<file path="src/rtl/core/fpa_pkg.sv">
// Shared types and constants for the Q24.7 arithmetic unit.
package fpa_pkg;
  localparam int FRAC_BITS = 7;
  localparam int WORD      = 32;
  localparam int QW        = WORD + FRAC_BITS;
  localparam int EXP_BIAS  = 127;
  localparam int MANT_BITS = 23;

  typedef enum logic [2:0] {
    MODE_ADD = 3'd0,
    MODE_SUB = 3'd1,
    MODE_MUL = 3'd2,
    MODE_DIV = 3'd3,
    MODE_INT = 3'd4,
    MODE_FLT = 3'd5
  } mode_t;

  typedef struct packed {
    mode_t              mode;
    logic signed [31:0] operand_a;
    logic signed [31:0] operand_b;
  } request_t;

  typedef struct packed {
    logic [31:0] result_bits;
    logic        divide_by_zero;
  } result_t;

  // First stage: decoded operands and early results
  typedef struct packed {
    mode_t              mode;
    logic [WORD-1:0]    sum;
    logic [WORD-1:0]    diff;
    logic [WORD-1:0]    to_int;
    logic signed [63:0] prod;
    logic               neg_a;
    logic [WORD-1:0]    mag;
    logic [4:0]         lead;
    logic               q_neg;
    logic               dz;
    logic [QW-1:0]      dvd;
    logic [WORD-1:0]    dvs;
  } front_t;

  // Side data riding along with the divider
  typedef struct packed {
    mode_t           mode;
    logic [WORD-1:0] plain;
    logic            q_neg;
    logic            dz;
  } side_t;
endpackage

</file>
<file path="src/rtl/core/fpa_fin.sv">
// Second stage logic: product scaling, float packing and result select.
module fpa_fin import fpa_pkg::*; (
  input  front_t front,
  output side_t  side
);
  logic [WORD-1:0] mant;
  logic [7:0]      expn;
  logic [WORD-1:0] flt;

  // IEEE single pack, mantissa truncated
  always_comb begin
    if (front.lead > 5'(MANT_BITS)) begin
      mant = front.mag >> (front.lead - 5'(MANT_BITS));
    end else begin
      mant = front.mag << (5'(MANT_BITS) - front.lead);
    end
    expn = 8'(EXP_BIAS - FRAC_BITS) + 8'(front.lead);
    if (front.mag == '0) begin
      flt = '0;
    end else begin
      flt = {front.neg_a, expn, mant[MANT_BITS-1:0]};
    end
  end

  // per-mode select of the non-divide results
  always_comb begin
    side.mode  = front.mode;
    side.q_neg = front.q_neg;
    side.dz    = front.dz;
    case (front.mode)
      MODE_ADD: side.plain = front.sum;
      MODE_SUB: side.plain = front.diff;
      MODE_MUL: side.plain = front.prod[FRAC_BITS+WORD-1:FRAC_BITS];
      MODE_INT: side.plain = front.to_int;
      MODE_FLT: side.plain = flt;
      default:  side.plain = '0;
    endcase
  end
endmodule

</file>
<file path="config.mk">
export PLATFORM = sky130hd
export DESIGN_NAME = fpa_fin
export DESIGN_NICKNAME = d
export VERILOG_FILES = /design/src/rtl/core/fpa_pkg.sv /design/src/rtl/core/fpa_fin.sv
export SDC_FILE = /design/constraint.sdc
export NUM_CORES = 1
export LEC_CHECK = 0
export ABC_AREA = 1
export BUFFER_PORTS_ARGS = -buffer_cell sky130_fd_sc_hd__buf_4
export CAP_MARGIN = 10
export CORE_AREA = 2 2 119 121
export DETAILED_ROUTE_END_ITERATION = 8
export DIE_AREA = 0 0 121 123
export GPL_ROUTABILITY_DRIVEN = 0
export PLACE_DENSITY = 0.6
export SLEW_MARGIN = 20
export SYNTH_ARGS = -nofsm -noshare
export SYNTH_HDL_FRONTEND = slang
export SYNTH_SLANG_ARGS = --single-unit
</file>
<file path="constraint.sdc">
create_clock -name vclk -period 5.8
set_input_delay 0.58 -clock vclk [all_inputs]
set_output_delay 0.58 -clock vclk [all_outputs]
set_load 0.01 [all_outputs]
</file>
# Word-level counts from Yosys, hierarchy flattened

Index checks and enable logic that the tools add are counted.

Register bits: 0

Eq/ne operators: 4
$lt $le $gt $ge: 1
$add $sub $neg: 3
Shift-type cells: 2
Reduce and logical (&&, ||, !) cells: 2
Mux-type cells: 3

Operator list:

| cell                                          | number |
|---|---|
| one-hot mux 32 bit (5 select lines)           | 1 |
| logical NOT 32 bit                            | 1 |
| 2-to-1 mux 32 bit                             | 1 |
| << shifter 32 x 5 -> 23 bit                   | 1 |
| right shift 32 x 5 -> 23 bit                  | 1 |
| 2-to-1 mux 23 bit                             | 1 |
| adder 7 x 5 -> 8 bit, first input constant    | 1 |
| == test 3 bit, second input constant          | 2 |
| > comparator 5 bit, second input constant     | 1 |
| subtractor 5 bit, first input constant        | 1 |
| subtractor 5 bit, second input constant       | 1 |
| == test 3 x 1 -> 1 bit, second input constant | 1 |
| == test 3 x 2 -> 1 bit, second input constant | 1 |
| logical NOT 3 bit                             | 1 |

# Depth between registers and ports, before layout

Gate-level depths: netlist (run 1).

Word-level depth: 5
Gate-level depth with buffers: 14

# Least setup slack after synthesis (run 1)

No wires, ideal clock.

Path type: input -> output
Start: in front[76] in the netlist's numbering
End: out side[19] in the netlist's numbering
Stages on the path: 10
Path buffers: 2
Arrival: 2.116 ns
Path slack: 3.104 ns
Data required time: 5.220 ns
Path through: buf_6 > inv_6 > ha_1 > nand2_1 > nor2_1 > clkbuf_1 > nand3_1 > nand4_1 > nand2_1 > nand2_1

RTL lines:

| element     | line         | text |
|---|---|---|
| from (decl) | fpa_fin.sv:3 | `input front_t front,` |
| to (decl)   | fpa_fin.sv:4 | `output side_t side` |

==> qor.yml, run 1 <==
floorplan:
  dieWidth_um: 121
  io_pins: 311
  coreArea_sq_um: 13600
  rows: 43
  dieHeight_um: 123
  die-area_sq_um: 14900
  initial_utilization_pct: 27.6
power:
  pwr-share-comb_pct: 100.0
  powerDensity_nw_per_um2: 96.0
  seqPwrFrac_pct: 0
  intPower_mw: 0.209
  power.share.clock_pct: 0
  p_sw_mw: 0.298
  leakage_nw: 2.78
  swShare_pct: 58.7
  ir_worst_vdd_mv: 0.0367
worst_hold_path:
  hold_end: "side[0]"
  hp-class: "in -> out"
  hold_depth: 0
  hp-start: "front[71]"
synthesis:
  synth_warnings: 0
  ys_seq_area_share_pct: 0
  syn_inst: 796
  syn-cell-area_sq_um: 3760
  syn_avg_cell_area_sq_um: 4.73
  synth.net_count: 1073
  yosys.cell_types.count: 28
placement:
  place_ws_ns: 2.02
  placedCellCount: 1125
  hpwl_mm: 14.7
  placed_area_sq_um: 5270
  numPortBuffers: 204
grt:
  grt_first_pass_wirelength_mm: 27.8
  grt_overflow: 0
  grt_max_degree: 39
  grt_usage_pct: 23.1
  grt_pass1_vias: 5446
  antenna_found_initial: 0
final_layout:
  regArea_sq_um: 0
  final_cells: 1125
  drive_gt1_share_pct: 23.2
  nets: 1224
  diodes: 0
  nClkBuffers: 0
  areaGrowthSynthToFinish_pct: 40.5
  finalInstanceArea_sq_um: 5290
  n_fill_cell: 1599
  nFlopsAndLatches: 0
routing:
  drt_wl_total_mm: 18.3
  drc: 0
  drtIter0Drc: 447
  vias_per_cell: 5.41
  dr.pass1.iters: 5
  vias: 6083
  wl_per_cell_um: 16.3
  drt.antenna.violating_nets: 0
timing:
  hold_viol: 0
  finalSetupViolations: 0
  worst_pin_slew_ns: 1.11
  fmax_mhz: 268
  rsz0062_at_grt: "no"
  fin_hold_ws_ns: 1.16
  slew_violations: 0
  maxSlewHeadroom_pct: 25.9
  fin_ws_ns: 2.06
  period_needed_ns: 3.74
  post-route-period-util_pct: 64.4
  setup_tns_ns: 0
critical_path:
  start_kind: "input port"
  crit_required_ns: 5.22
  cp_max_fo: 38
  worst_setup_path_end_kind: "primary output"
  cp-startpoint: "front[73]"
  crit_type: "in -> out"
  crit_arrival_ns: 3.16
job:
  maxCapViolations: 0
clocking:
  cts-hold-fix-buffers: 0
  ctsResizeCount: 0
  post_cts_buffers: 0
outcome:
  status: "finished clean"
-- critical path, stage by stage --
cell and delay [ns]:
buf_4 0.34, ha_1 0.26, inv_1 0.07, nand2_1 0.05
nand2_1 0.61, nand3_1 0.40, nand3_1 0.17, nand3_1 0.15
nand2_1 0.06, nand2_1 0.07, nand2_1 0.06, nand2_1 0.08
nand2_1 0.08, buf_4 0.16
-- kinds of logic after synthesis --
logic type	count (synthesis)	synth area share, %
AOI/OAI and AO/OA	99	17.4
xor gates and xnor gates	3	1.30
adders and majority gates	3	0.998
buffers and inverters	113	13.1
muxes	1	0.266
and+or+nand+nor	577	67.0
-- cells in the final DEF, fill, tap and decap left out, drive strengths merged --
master,count
nand2,306
nand3,228
and2,9
o21ai,49
mux2i,1
nor2,18
a22oi,4
nor4,8
o211ai,12
o22ai,1
inv,54
a21oi,1
a221oi,30
xor2,3
nand4,6
ha,3
o21a,2
nor3,2
buf,208
-- Yosys cell counts, types with 3 or more instances --
cell type    n  area [sq um]
xor2_2       3          48.8
o21ai_0     47           235
and2_1       9          56.3
clkbuf_1    32           120
nor2_1      17          63.8
nor4_1       8          50.1
buf_6        3          33.8
nand3_1    227          1140
nand4_1      6          37.5
inv_1       51           191
buf_4        5          37.5
a22oi_1      4          30.0
nand2_1    306          1150
o211ai_1    12          90.1
ha_1         3          37.5
a221oi_1    30           263
buf_2       17          85.1
-- worst max path at each step --
stage,slack [ns],endpoint,cells past startpoint
finish,2.06,side[12],14
global route,1.86,side[12],14
CTS,2.03,side[14],14
detailed placement,2.02,side[14],14
global placement,2.03,side[14],14
floorplan,3.10,side[19],10
-- through the flow --
stage / utilization, % / power, mW
floorplan: - / 0.295
global placement: 38.7 / 0.499
detailed placement: 38.7 / 0.500
CTS: 38.7 / 0.501
global route: 38.8 / 0.560
finish: 38.8 / 0.508
-- power groups by stage --
stage               Combinational (mW)  Sequential (mW)  Clock [mW]
floorplan                        0.295                0           0
global placement                 0.499                0           0
detailed placement               0.500                0           0
CTS                              0.501                0           0
global route                     0.560                0           0
finish                           0.508                0           0
-- layout make-up --
| class | instances | area (sq um) | area share (%) |
|---|---|---|---|
| multi-input cells | 683 | 3290 | 62.3 |
| well taps | 180 | 225 | 4.26 |
| inverters | 54 | 208 | 3.93 |
| repair buffers | 208 | 1560 | 29.5 |
-- layer usage --
layer | share of wire [%] | GRT usage, % | vias to the layer above
li1 | - | - | 3027
met1 | 42 | 31.4 | 2723
met2 | 47 | 39.8 | 295
met3 | 8.7 | 2.44 | 38
met4 | 2.2 | 4.29 | 0
met5 | 0 | 0 | -
(Power assumes the default switching activity.)
==> inputs of run 2 (changes only) <==
--- a/config.mk
+++ b/config.mk
@@ -8,11 +8,11 @@
 export ABC_AREA = 1
 export BUFFER_PORTS_ARGS = -buffer_cell sky130_fd_sc_hd__buf_4
 export CAP_MARGIN = 10
-export CORE_AREA = 2 2 119 121
+export CORE_AREA = 2 2 120 122
 export DETAILED_ROUTE_END_ITERATION = 8
-export DIE_AREA = 0 0 121 123
+export DIE_AREA = 0 0 122 124
 export GPL_ROUTABILITY_DRIVEN = 0
-export PLACE_DENSITY = 0.6
+export PLACE_DENSITY = 0.61
 export SLEW_MARGIN = 20
 export SYNTH_ARGS = -nofsm -noshare
 export SYNTH_HDL_FRONTEND = slang
==> constraint.sdc (replaced) <==
create_clock -name vclk -period 3.35
set_input_delay 0.335 -clock vclk [all_inputs]
set_output_delay 0.335 -clock vclk [all_outputs]
set_load 0.01 [all_outputs]
==> run 2 against run 1 <==
Setup slack got worse by 1.6 ns; wire length rose by 1.7%; hold slack got worse by 0.49 ns; global-route usage rose by 0.058 points.
==> qor.yml, run 2 (synthesis results as in run 1) <==
outcome:
  status: "finished clean"
power:
  powerDensity_nw_per_um2: 168  # +75%
  swShare_pct: 58.4  # -0.38 points
  ir_worst_vdd_mv: 0.0559  # +52%
  power.share.clock_pct: 0  # unchanged
  leakage_nw: 2.84  # +2.1%
  pwr-share-comb_pct: 100.0  # about the same
  p_sw_mw: 0.525  # +76%
  seqPwrFrac_pct: 0  # unchanged
  intPower_mw: 0.375  # +79%
floorplan:
  initial_utilization_pct: 27.4  # -0.22 points
  dieHeight_um: 124  # +0.81%
  dieWidth_um: 122  # +0.83%
  die-area_sq_um: 15100  # +1.6%
  rows: 43  # unchanged
  coreArea_sq_um: 13700  # +0.79%
  io_pins: 311  # unchanged
grt:
  grt_usage_pct: 23.2  # +0.058 points
  grt_overflow: 0  # unchanged
  use_met1_pct: 31.6  # +0.23 points
  grt_use_met2_pct: 39.6  # -0.19 points
  grt_max_degree: 39  # unchanged
  grt_first_pass_wirelength_mm: 28.3  # +1.6%
  antenna_found_initial: 0  # unchanged
  met3_usage_pct: 2.56  # +0.12 points
  busiest_layer: "met2"
  grt_pass1_vias: 5613  # +3.1%
worst_hold_path:
  hold_depth: 0  # unchanged
  hp-start: "front[71]"
  hold_end: "side[0]"
  hp-class: "in -> out"
placement:
  numPortBuffers: 204  # unchanged
  hpwl_mm: 15.1  # +2.6%
  place_ws_ns: 0.530  # -1.49 ns
timing:
  worst_pin_slew_ns: 0.776  # -0.332 ns
  finalSetupViolations: 0  # unchanged
  maxSlewHeadroom_pct: 48.0  # +22 points
  hold_viol: 0  # unchanged
  fmax_mhz: 349
  post-route-period-util_pct: 85.5
  setup_tns_ns: 0  # unchanged
  slew_violations: 0  # unchanged
  fin_ws_ns: 0.485  # -1.58 ns
  rsz0062_at_grt: "no"
  period_needed_ns: 2.86
clocking:
  post_cts_buffers: 0  # unchanged
  cts-hold-fix-buffers: 0  # unchanged
  ctsResizeCount: 0  # unchanged
routing:
  drc: 0  # unchanged
  drtIter0Drc: 529  # +18%
  dr.pass1.iters: 5  # unchanged
  drt.antenna.violating_nets: 0  # unchanged
  wl_per_cell_um: 16.4  # +0.61%
  drt_wl_total_mm: 18.7  # +1.7%
  vias_per_cell: 5.44  # +0.60%
  vias: 6185  # +1.7%
final_layout:
  mostFrequentLayoutCell: "nand2_1"
  regArea_sq_um: 0  # unchanged
  diodes: 0  # unchanged
  final_cell_mix: "nand2_1 (306), nand3_1 (227), buf_4 (220), inv_1 (51), o21ai_0 (47)"
  nClkBuffers: 0  # unchanged
  nFlopsAndLatches: 0  # unchanged
  drive_gt1_share_pct: 23.9  # +0.75 points
  fin_util_pct: 39.1  # +0.23 points
  nets: 1236  # +0.98%
  areaGrowthSynthToFinish_pct: 42.5
critical_path:
  crit_arrival_ns: 2.53  # -0.63 ns
  cp.depth: 11  # -3
  crit_type: "in -> out"
  critPathBufInv: 2  # -1
  start_kind: "input port"
  critPathTopFamily: "simple AND/OR/NAND/NOR gates"
  crit_chain: "buf_4, ha_1, nand2_1, nand2_1, xor2_2, and2_1, nand3_1, nand2_1, nand2_1, nand2_1, buf_4"
  slowest_delay_ns: 0.51  # -0.10 ns
  slowest_stage: "and2_1"
  crit_required_ns: 3.01  # -2.21 ns
  cp_common_cell: "nand2_1"
  worst_setup_path_end_kind: "primary output"
  cp_max_fo: 38  # unchanged
job:
  maxCapViolations: 0  # unchanged
-- run 2: cell count changes in the layout (fill, tap and decap cells not counted), sizes merged --
cell,change
buf,+12
-- run 2: worst max path at each step --
stage,from,to,slack [ns]
6_report,front[73],side[18],0.49
5_1_grt,front[73],side[3],0.30
4_1_cts,front[73],side[18],0.53
3_5_place_dp,front[73],side[18],0.53
3_3_place_gp,front[73],side[18],0.55
2_1_floorplan,front[76],side[19],1.14
-- run 2: power by group through the flow --
stage               registers [mW]  logic (mW)  clock network [mW]
detailed placement               0       0.887                   0
CTS                              0       0.889                   0
finish                           0       0.900                   0
floorplan                        0       0.511                   0
global placement                 0       0.885                   0
global route                     0       0.990                   0
-- run 2: per-layer routing --
layer | vias up | part of all wire [%]
met5 | - | 0
met4 | 0 | 2.0
met3 | 28 | 8.7
met2 | 329 | 47
met1 | 2786 | 42
li1 | 3042 | -
-- run 2: final cells by class --
class	count	area, sq um
Fill cell	1591	8360
Multi-Input combinational cell	683	3270
Timing Repair Buffer	220	1650
Tap cell	180	225
Inverter	54	208
-- run 2: through the flow --
stage | power, mW | cells | hold slack, ns | instance area, sq um
final | 0.900 | 1137 | 0.670 | 5360
after global routing | 0.990 | 1137 | 0.670 | 5360
after CTS | 0.889 | 1137 | 0.670 | 5360
after detailed placement | 0.887 | 1137 | 0.670 | 5360
after global placement | 0.885 | 1137 | 0.670 | 5360
after floorplan | 0.511 | 796 | 0.762 | 3760
